$ cat config.mk
export PLATFORM = sky130hd
export DESIGN_NAME = masked_byte_pattern_finder_core
export DESIGN_NICKNAME = d
export VERILOG_FILES = /design/src/hw/rtl/mbpf_pkg.sv /design/src/hw/rtl/mbpf_cell.sv /design/src/hw/rtl/masked_byte_pattern_finder_core.sv
export SDC_FILE = /design/constraint.sdc
export NUM_CORES = 1
export LEC_CHECK = 0
export ABC_CLOCK_PERIOD_IN_PS = 6550
export BUFFER_PORTS_ARGS = -buffer_cell sky130_fd_sc_hd__buf_2
export CORE_AREA = 3 3 135 235
export CTS_CLUSTER_DIAMETER = 150
export DETAILED_ROUTE_END_ITERATION = 12
export DIE_AREA = 0 0 138 238
export PLACE_DENSITY = 0.72
export SLEW_MARGIN = 10
export SYNTH_ARGS = -nofsm -noshare
export SYNTH_HDL_FRONTEND = slang
export SYNTH_SLANG_ARGS = --single-unit
$ cat constraint.sdc
create_clock -name i_clk -period 6.55 [get_ports i_clk]
set_input_delay 0.655 -clock i_clk [delete_from_list [all_inputs] [get_ports i_clk]]
set_output_delay 0.655 -clock i_clk [all_outputs]
set_load 0.005 [all_outputs]
$ cat src/hw/rtl/mbpf_pkg.sv
// Shared types and constants for the masked byte pattern finder.
// Holds the transaction structs, status codes and register indexes.
// No dependencies.
package mbpf_pkg;

    localparam int          PATTERN_MAX_DEF = 8;
    localparam int          PAT_BYTES       = 8;
    localparam int          BYTE_W          = 8;
    localparam int          ADDR_W          = 32;
    localparam int          LEN_W           = 4;
    localparam int          CFG_IDX_W       = 2;
    localparam int          CFG_DATA_W      = 64;
    localparam logic [ADDR_W-1:0] MIN_VALID_BASE = 32'h0000_1000;

    typedef enum logic [1:0] {
        ST_FOUND       = 2'd0,
        ST_NOT_FOUND   = 2'd1,
        ST_BAD_PATTERN = 2'd2,
        ST_BAD_RANGE   = 2'd3
    } t_status;

    typedef enum logic [CFG_IDX_W-1:0] {
        CFG_PATTERN_BYTES  = 2'd0,
        CFG_PATTERN_MASK   = 2'd1,
        CFG_PATTERN_LENGTH = 2'd2,
        CFG_BASE_ADDRESS   = 2'd3
    } t_cfg_idx;

    typedef struct packed {
        logic [BYTE_W-1:0] data_byte;
        logic              last_byte;
    } t_in;

    typedef struct packed {
        logic [1:0]        status;
        logic [ADDR_W-1:0] match_address;
    } t_out;

    // Per-cell compare setup handed from the lane map to each cell.
    typedef struct packed {
        logic              care;
        logic [BYTE_W-1:0] want;
    } t_lane;

endpackage

$ cat src/hw/rtl/mbpf_cell.sv
// One window cell of the masked byte pattern finder: holds one byte.
// Compares the byte it is taking in against its lane's pattern byte.
// Depends on mbpf_pkg.
module mbpf_cell
    import mbpf_pkg::*;
(
    input  logic              i_clk,
    input  logic              i_rst_n,
    input  logic              i_shift,
    input  logic              i_clear,
    input  logic [BYTE_W-1:0] i_byte,
    input  t_lane             i_lane,
    output logic [BYTE_W-1:0] o_byte,
    output logic              o_hit
);

    logic [BYTE_W-1:0] r_byte;
    logic [BYTE_W-1:0] n_byte;

    always_comb begin
        n_byte = r_byte;
        if (i_clear) begin
            n_byte = '0;
        end else if (i_shift) begin
            n_byte = i_byte;
        end
    end

    always_ff @(posedge i_clk) begin
        if (!i_rst_n) begin
            r_byte <= '0;
        end else begin
            r_byte <= n_byte;
        end
    end

    // Match is judged on the byte entering this cell, i.e. the window after the shift.
    assign o_hit  = !i_lane.care || (i_byte == i_lane.want);
    assign o_byte = r_byte;

endmodule

$ cat src/hw/rtl/masked_byte_pattern_finder_core.sv
// Masked byte pattern finder: scans a byte stream for a wildcard byte signature.
// Top level; uses mbpf_pkg and a chain of mbpf_cell window cells.
//
// Usage:
//   Input channel (i_in_valid / o_in_ready / i_in) carries one memory byte per
//   transaction, the first at the configured base address; last_byte ends a scan.
//   Output channel (o_out_valid / i_out_ready / o_out) carries at most one result
//   per scan: found with the match start address, or on the last byte not found,
//   invalid pattern (length 0 or above PATTERN_MAX) or invalid range (base below
//   0x1000). Bytes after a match give no result; the last byte then ends the scan.
//   Configuration is written through i_cfg_we / i_cfg_index / i_cfg_data while idle.
// Timing:
//   One byte per cycle sustained. Each byte shifts the cell chain by one and all
//   cells compare in parallel in the same cycle; the result is loaded into the
//   output register at the edge that takes the byte. The output register refills
//   in the cycle it drains, so a stalled receiver only holds back input while a
//   result waits: o_in_ready = !o_out_valid || i_out_ready.
// Reset:
//   Clears the window, byte count, match flag, output valid flag and all
//   configuration registers. The window and count also clear after each last byte.
module masked_byte_pattern_finder_core
    import mbpf_pkg::*;
#(
    parameter int PATTERN_MAX = PATTERN_MAX_DEF
) (
    input  logic                  i_clk,
    input  logic                  i_rst_n,
    input  logic                  i_in_valid,
    output logic                  o_in_ready,
    input  t_in                   i_in,
    output logic                  o_out_valid,
    input  logic                  i_out_ready,
    output t_out                  o_out,
    input  logic                  i_cfg_we,
    input  logic [CFG_IDX_W-1:0]  i_cfg_index,
    input  logic [CFG_DATA_W-1:0] i_cfg_data
);

    // Configuration registers
    logic [PAT_BYTES*BYTE_W-1:0] r_pat_bytes;
    logic [PAT_BYTES-1:0]        r_pat_mask;
    logic [LEN_W-1:0]            r_pat_len;
    logic [ADDR_W-1:0]           r_base;

    // Scan state
    logic [ADDR_W-1:0] r_seen;
    logic [ADDR_W-1:0] n_seen;
    logic              r_reported;
    logic              n_reported;

    logic              r_out_valid;
    logic              n_out_valid;
    t_out              r_out;
    t_out              n_out;

    logic              in_fire;
    logic              scan;
    logic              pat_ok;
    logic              range_ok;
    logic              found;
    logic              report_end;
    logic [ADDR_W-1:0] seen_inc;

    t_lane             lane     [PATTERN_MAX];
    logic [BYTE_W-1:0] cell_in  [PATTERN_MAX];
    logic [BYTE_W-1:0] cell_out [PATTERN_MAX];
    logic [PATTERN_MAX-1:0] hit;

    always_ff @(posedge i_clk) begin
        if (!i_rst_n) begin
            r_pat_bytes <= '0;
            r_pat_mask  <= '0;
            r_pat_len   <= '0;
            r_base      <= '0;
        end else if (i_cfg_we) begin
            case (t_cfg_idx'(i_cfg_index))
                CFG_PATTERN_BYTES:  r_pat_bytes <= i_cfg_data;
                CFG_PATTERN_MASK:   r_pat_mask  <= i_cfg_data[PAT_BYTES-1:0];
                CFG_PATTERN_LENGTH: r_pat_len   <= i_cfg_data[LEN_W-1:0];
                CFG_BASE_ADDRESS:   r_base      <= i_cfg_data[ADDR_W-1:0];
                default: ;
            endcase
        end
    end

    assign pat_ok   = (r_pat_len != '0) && (r_pat_len <= LEN_W'(PATTERN_MAX));
    assign range_ok = (r_base >= MIN_VALID_BASE);

    // Cell k holds the k-th newest byte; it checks pattern byte (len - 1 - k).
    always_comb begin
        logic [LEN_W-1:0] idx;
        for (int k = 0; k < PATTERN_MAX; k++) begin
            idx          = r_pat_len - LEN_W'(1) - LEN_W'(k);
            lane[k].care = (LEN_W'(k) < r_pat_len) && r_pat_mask[idx[2:0]];
            lane[k].want = r_pat_bytes[BYTE_W*idx[2:0] +: BYTE_W];
        end
    end

    genvar g;
    generate
        for (g = 0; g < PATTERN_MAX; g++) begin : g_cell
            if (g == 0) begin : g_head
                assign cell_in[g] = i_in.data_byte;
            end else begin : g_link
                assign cell_in[g] = cell_out[g-1];
            end
            mbpf_cell u_cell (
                .i_clk   (i_clk),
                .i_rst_n (i_rst_n),
                .i_shift (scan),
                .i_clear (in_fire && i_in.last_byte),
                .i_byte  (cell_in[g]),
                .i_lane  (lane[g]),
                .o_byte  (cell_out[g]),
                .o_hit   (hit[g])
            );
        end
    endgenerate

    assign o_in_ready = !r_out_valid || i_out_ready;
    assign in_fire    = i_in_valid && o_in_ready;
    assign scan       = in_fire && !r_reported;

    // Saturate the byte count at all ones.
    assign seen_inc = (r_seen == '1) ? r_seen : r_seen + ADDR_W'(1);

    assign found = scan && pat_ok && range_ok
                   && (seen_inc >= {{(ADDR_W-LEN_W){1'b0}}, r_pat_len}) && (&hit);
    assign report_end = scan && !found && i_in.last_byte;

    always_comb begin
        n_seen     = r_seen;
        n_reported = r_reported;
        if (scan) begin
            n_seen = seen_inc;
        end
        if (found) begin
            n_reported = 1'b1;
        end
        if (in_fire && i_in.last_byte) begin
            n_seen     = '0;
            n_reported = 1'b0;
        end
    end

    always_comb begin
        n_out_valid = r_out_valid && !i_out_ready;
        n_out       = r_out;
        if (found) begin
            n_out_valid         = 1'b1;
            n_out.status        = ST_FOUND;
            n_out.match_address = r_base + seen_inc - {{(ADDR_W-LEN_W){1'b0}}, r_pat_len};
        end else if (report_end) begin
            n_out_valid         = 1'b1;
            n_out.match_address = '0;
            if (!pat_ok) begin
                n_out.status = ST_BAD_PATTERN;
            end else if (!range_ok) begin
                n_out.status = ST_BAD_RANGE;
            end else begin
                n_out.status = ST_NOT_FOUND;
            end
        end
    end

    always_ff @(posedge i_clk) begin
        if (!i_rst_n) begin
            r_seen      <= '0;
            r_reported  <= 1'b0;
            r_out_valid <= 1'b0;
        end else begin
            r_seen      <= n_seen;
            r_reported  <= n_reported;
            r_out_valid <= n_out_valid;
        end
    end

    always_ff @(posedge i_clk) begin
        r_out <= n_out;
    end

    assign o_out_valid = r_out_valid;
    assign o_out       = r_out;

`ifndef SYNTHESIS
    a_last_clears_scan: assert property (@(posedge i_clk) disable iff (!i_rst_n)
        (in_fire && i_in.last_byte) |=> (!r_reported && r_seen == '0))
        else $error("scan state not cleared after last byte");

    a_no_addr_unless_found: assert property (@(posedge i_clk) disable iff (!i_rst_n)
        (o_out_valid && o_out.status != ST_FOUND) |-> (o_out.match_address == '0))
        else $error("match address set on a non-found result");

    a_ready_when_empty: assert property (@(posedge i_clk) disable iff (!i_rst_n)
        !o_out_valid |-> o_in_ready)
        else $error("input stalled with empty output register");

    a_count_advances: assert property (@(posedge i_clk) disable iff (!i_rst_n)
        (scan && !i_in.last_byte) |=> (r_seen != '0))
        else $error("byte count did not advance");

    a_found_sets_flag: assert property (@(posedge i_clk) disable iff (!i_rst_n)
        (found && !i_in.last_byte) |=> r_reported)
        else $error("match flag not set after a found result");
`endif

endmodule
==> flow_summary_export.csv <==
group,metric,value,unit
placed_design,post-dp-hpwl,36500,um
clocking,max-clock-path-buffers,3,
drt,residual_drc,0,
worst_setup_path,crit_path_max_fanout,18,
global_routing,grt.busiest_layer,"met2",
drt,drt.antenna.violating_nets,0,
drt,detailroute.via_count,13196,
global_routing,globalRouteMet1Util,26.4,%
logic_synthesis,ys_seq_elements,232,
global_routing,globalRouteMet3Util,3.09,%
placed_design,globalplace.congestion,1.02,
layout,utilization,56.6,%
sta,rsz_0062_raised_after_global_routing,"false",
clocking,postCtsHoldBufs,0,
global_routing,global_route.overflow_total,0,
placed_design,placed_area,0.0162,mm^2
logic_synthesis,async_flop_share,0,%
logic_synthesis,synth_area,0.0156,mm^2
sta,slew_headroom,20.0,%
sta,timing.hold.ws,376,ps
sta,fin_worst_skew,11.8,ps
clocking,cts.repair.resized,0,
logic_synthesis,edff_count_synth,32,
global_routing,grt_usage,27.9,%
drt,drt_pass1_iterations,5,
worst_setup_path,cp_cell_sequence,"ha_1 > nand4_1 > nor4_1 > nand4_2 > and2_1 > xnor2_1 > ha_1 > inv_1 > ha_1 > o21a_1 > o21a_1 > o211ai_1 > o21ai_0 > and2_1 > a41o_1 > a221oi_1 > xnor2_1 > and2_1",
sta,achievable-frequency,0.177,GHz
logic_synthesis,synth_top_family_by_area,"simple AND/OR/NAND/NOR gates",
placed_design,io_buffer_count,115,
logic_synthesis,yosys_warnings,0,
worst_setup_path,crit_slowest_cell,"nand4_2",
logic_synthesis,muxShareOfSynthArea,15.4,%
clocking,cts_inserted_buffers,23,
logic_synthesis,synth_compound_area_share,12.9,%
clocking,clock-root-buffer,"clkbuf_16",
floorplan,design.core.area,0.0301,mm^2
floorplan,core.rowCount,84,
power_and_ir_drop,power_density,212,mW/mm^2
logic_synthesis,yosys_most_used_dff,"dfxtp_1",
layout,layout-area-overhead-vs-synth,9.42,%
logic_synthesis,syn-mean-instance-area,8.80,um^2
placed_design,place_ws,1110,ps
layout,final_nets,1966,
sta,final-max-slew-violation-count,0,
placed_design,placedCellCount,2178,
sta,tns,0,ps
clocking,cts_sinks,232,
floorplan,top_level_ports,116,
logic_synthesis,postSynthNetCount,1918,
layout,fillCellCount,2801,
clocking,postCtsSetupBuffers,0,
global_routing,grt_max_degree,90,
drt,routed_wirelength,47300,um
worst_setup_path,critical_path.max_stage_delay,510,ps
floorplan,chipWidth,138,um
logic_synthesis,synth_cells,1768,
logic_synthesis,xor_xnor_share_of_the_synthesized_area,9.19,%
worst_setup_path,worst-setup-path-type,"reg2reg",
drt,route.detailed.vias_per_inst,5.95,
worst_setup_path,timing.critical_path.arrival,5930,ps
hold_path,holdCritPathClass,"in2reg",
layout,antenna_diode_count,0,
layout,layout.cells.non_filler,2219,
logic_synthesis,synth-seq-area-share,31.9,%
worst_setup_path,worst_ep_required_time,6830,ps
clocking,tritoncts,"done",
floorplan,die_y,238,um
sta,finalWorstSetupSlack,905,ps
global_routing,grtUsageMet2,53.1,%
drt,dr.first_iter.drc_count,826,
floorplan,die-area,0.0328,mm^2
sta,timing.final.crit_period,5650,ps
power_and_ir_drop,ir_drop_worst_vdd,0.000222,V
logic_synthesis,yosys.area_share.simple,18.9,%
clocking,clock_latency,530,ps
clocking,clk_pin_slew_worst_paths,60,ps
sta,finalSetupViolations,0,
logic_synthesis,adder_cell_share_of_the_synthesized_area,5.82,%
sta,timing_worst_slew_pin_value,1200,ps
clocking,htreeDepth,1,
outcome,run_status,"finished, final reports clean",
worst_setup_path,setup.worst_path.start_class,"flip-flop",
worst_setup_path,end_kind,"flip-flop",
global_routing,vias_in_the_first_global_route,13003,
worst_setup_path,number_of_gates_on_the_worst_path_with_buffers_counted,18,
worst_setup_path,critPathTopFamily,"simple AND/OR/NAND/NOR gates",
power_and_ir_drop,design_power_total,3.61,mW
run,max_cap_violations,0,
global_routing,grt_pass1_wl,72200,um
layout,final_layout_size_suffix_gt1_share,14.6,%
drt,routed_wire_length_per_instance,21.3,um
floorplan,initial_core_util,51.7,%
sta,post-route-period-util,86.2,%
sta,hold_violation_count_in_the_final_report,0,
worst_setup_path,reg2reg_depth,18,
layout,postLayoutCellArea,0.0170,mm^2
global_routing,number_of_antenna_violations_at_the_first_check_in_global_routing,0,
logic_synthesis,synth_cell_type_count,72,
power_and_ir_drop,power.leakage,6.33,nW
hold_path,hold_depth,3,
worst_setup_path,cp_num_buf_inv,1,
final timing paths:
path,slack [ps],to,from
setup / recovery,900,o_out[29]$_SDFFCE_PN0P_,r_seen[0]$_SDFFE_PP0P_
hold / removal,380,r_pat_bytes[58]$_SDFFE_PN0P_,i_cfg_data[58]
setup reg to reg,900,o_out[29]$_SDFFCE_PN0P_,r_seen[0]$_SDFFE_PP0P_
hold reg to reg,470,r_base[10]$_SDFFE_PN0P_,r_base[10]$_SDFFE_PN0P_
placed cells by master, fill, tap and decap left out, types with 27 or more instances in the layout:
cell	synthesis	routed
nand2_1	352	351
dfxtp_1	200	199
buf_2	17	115
inv_1	103	103
a21oi_1	100	100
xnor2_1	98	98
a21boi_0	97	97
mux2i_1	87	87
mux4_2	66	66
ha_1	66	65
nor2_1	62	61
xor2_1	60	60
nand4_1	35	35
o21ai_0	32	32
edfxtp_1	32	32
nand3_1	29	28
and2_1	27	27
layer usage:
layer,share of wire (%),up-vias
met2,53,481
met5,0,-
met3,4.4,194
li1,-,6240
met1,33,6281
met4,10,0
logic make-up (layout without fill, tap and decap cells):
group / after synthesis / count (layout)
buffers and inverters: 212 / 276
XOR/XNOR: 160 / 160
adder cells (fa/ha/maj): 70 / 70
multiplexers: 157 / 157
flip-flops: 232 / 232
AO/OA/AOI/OAI: 305 / 305
AND/OR/NAND/NOR: 632 / 632
where the power goes:
group          internal (mW)  leakage (nW)  switching [mW]
Sequential              1.49          1.93          0.0423
Clock                  0.799         0.373           0.575
Combinational          0.294          4.02           0.407
worst min-delay path: cells and delay by family:
kind / cells / cell delay, ps
simple gates: 1 / 40
compound gates: 1 / 60
buf+inv: 1 / 90
layout make-up:
class	instances	area, um^2	share of cell area [%]
Tap cell	387	484	2.85
Sequential cell	232	4970	29.2
Clock buffer	31	636	3.74
Clock inverter	10	130	0.765
Inverter	104	390	2.29
Multi-Input combinational cell	1324	9710	57.1
Timing Repair Buffer	131	696	4.09
sequential cells by signal, summed over array words and instances (netlist names):
register	cells
r_pat_mask	8
o_out_valid	1
r_pat_len	4
r_pat_bytes	64
o_out	34
r_seen	32
g_cell.u_cell.o_byte	56
r_base	32
r_reported	1
synthesized netlist by cell type, types with 3 or more instances:
| library cell | count | area share [%] |
|---|---|---|
| edfxtp_1 | 32 | 6.2 |
| or2_2 | 9 | 0.36 |
| a31oi_1 | 10 | 0.40 |
| xnor2_1 | 98 | 5.5 |
| nand2b_1 | 7 | 0.28 |
| ha_1 | 66 | 5.3 |
| buf_4 | 12 | 0.58 |
| or3_1 | 8 | 0.32 |
| clkbuf_1 | 65 | 1.6 |
| nor2_1 | 62 | 1.5 |
| nor3_1 | 19 | 0.61 |
| xor2_1 | 60 | 3.4 |
| and3b_1 | 5 | 0.28 |
| nand3b_1 | 4 | 0.19 |
| o21a_1 | 6 | 0.29 |
| mux4_2 | 66 | 9.6 |
| inv_1 | 103 | 2.5 |
| and3_1 | 14 | 0.56 |
| a21o_1 | 11 | 0.53 |
| buf_6 | 6 | 0.43 |
| nor3b_2 | 3 | 0.24 |
| and2_1 | 27 | 1.1 |
| nand4_1 | 35 | 1.4 |
| nor4_1 | 20 | 0.80 |
| o211ai_1 | 4 | 0.19 |
| and4_1 | 6 | 0.34 |
| dfxtp_1 | 200 | 26 |
| buf_2 | 17 | 0.55 |
| a21oi_1 | 100 | 3.2 |
| fa_1 | 4 | 0.51 |
| a221oi_1 | 3 | 0.17 |
| o21ai_0 | 32 | 1.0 |
| a21boi_0 | 97 | 4.7 |
| nand3_1 | 29 | 0.93 |
| buf_1 | 8 | 0.19 |
| nor2b_1 | 20 | 0.80 |
| mux2_2 | 4 | 0.29 |
| nand2_1 | 352 | 8.5 |
| a211oi_1 | 15 | 0.72 |
| mux2i_1 | 87 | 5.6 |
Note: power is estimated with default switching activity, not from simulation.
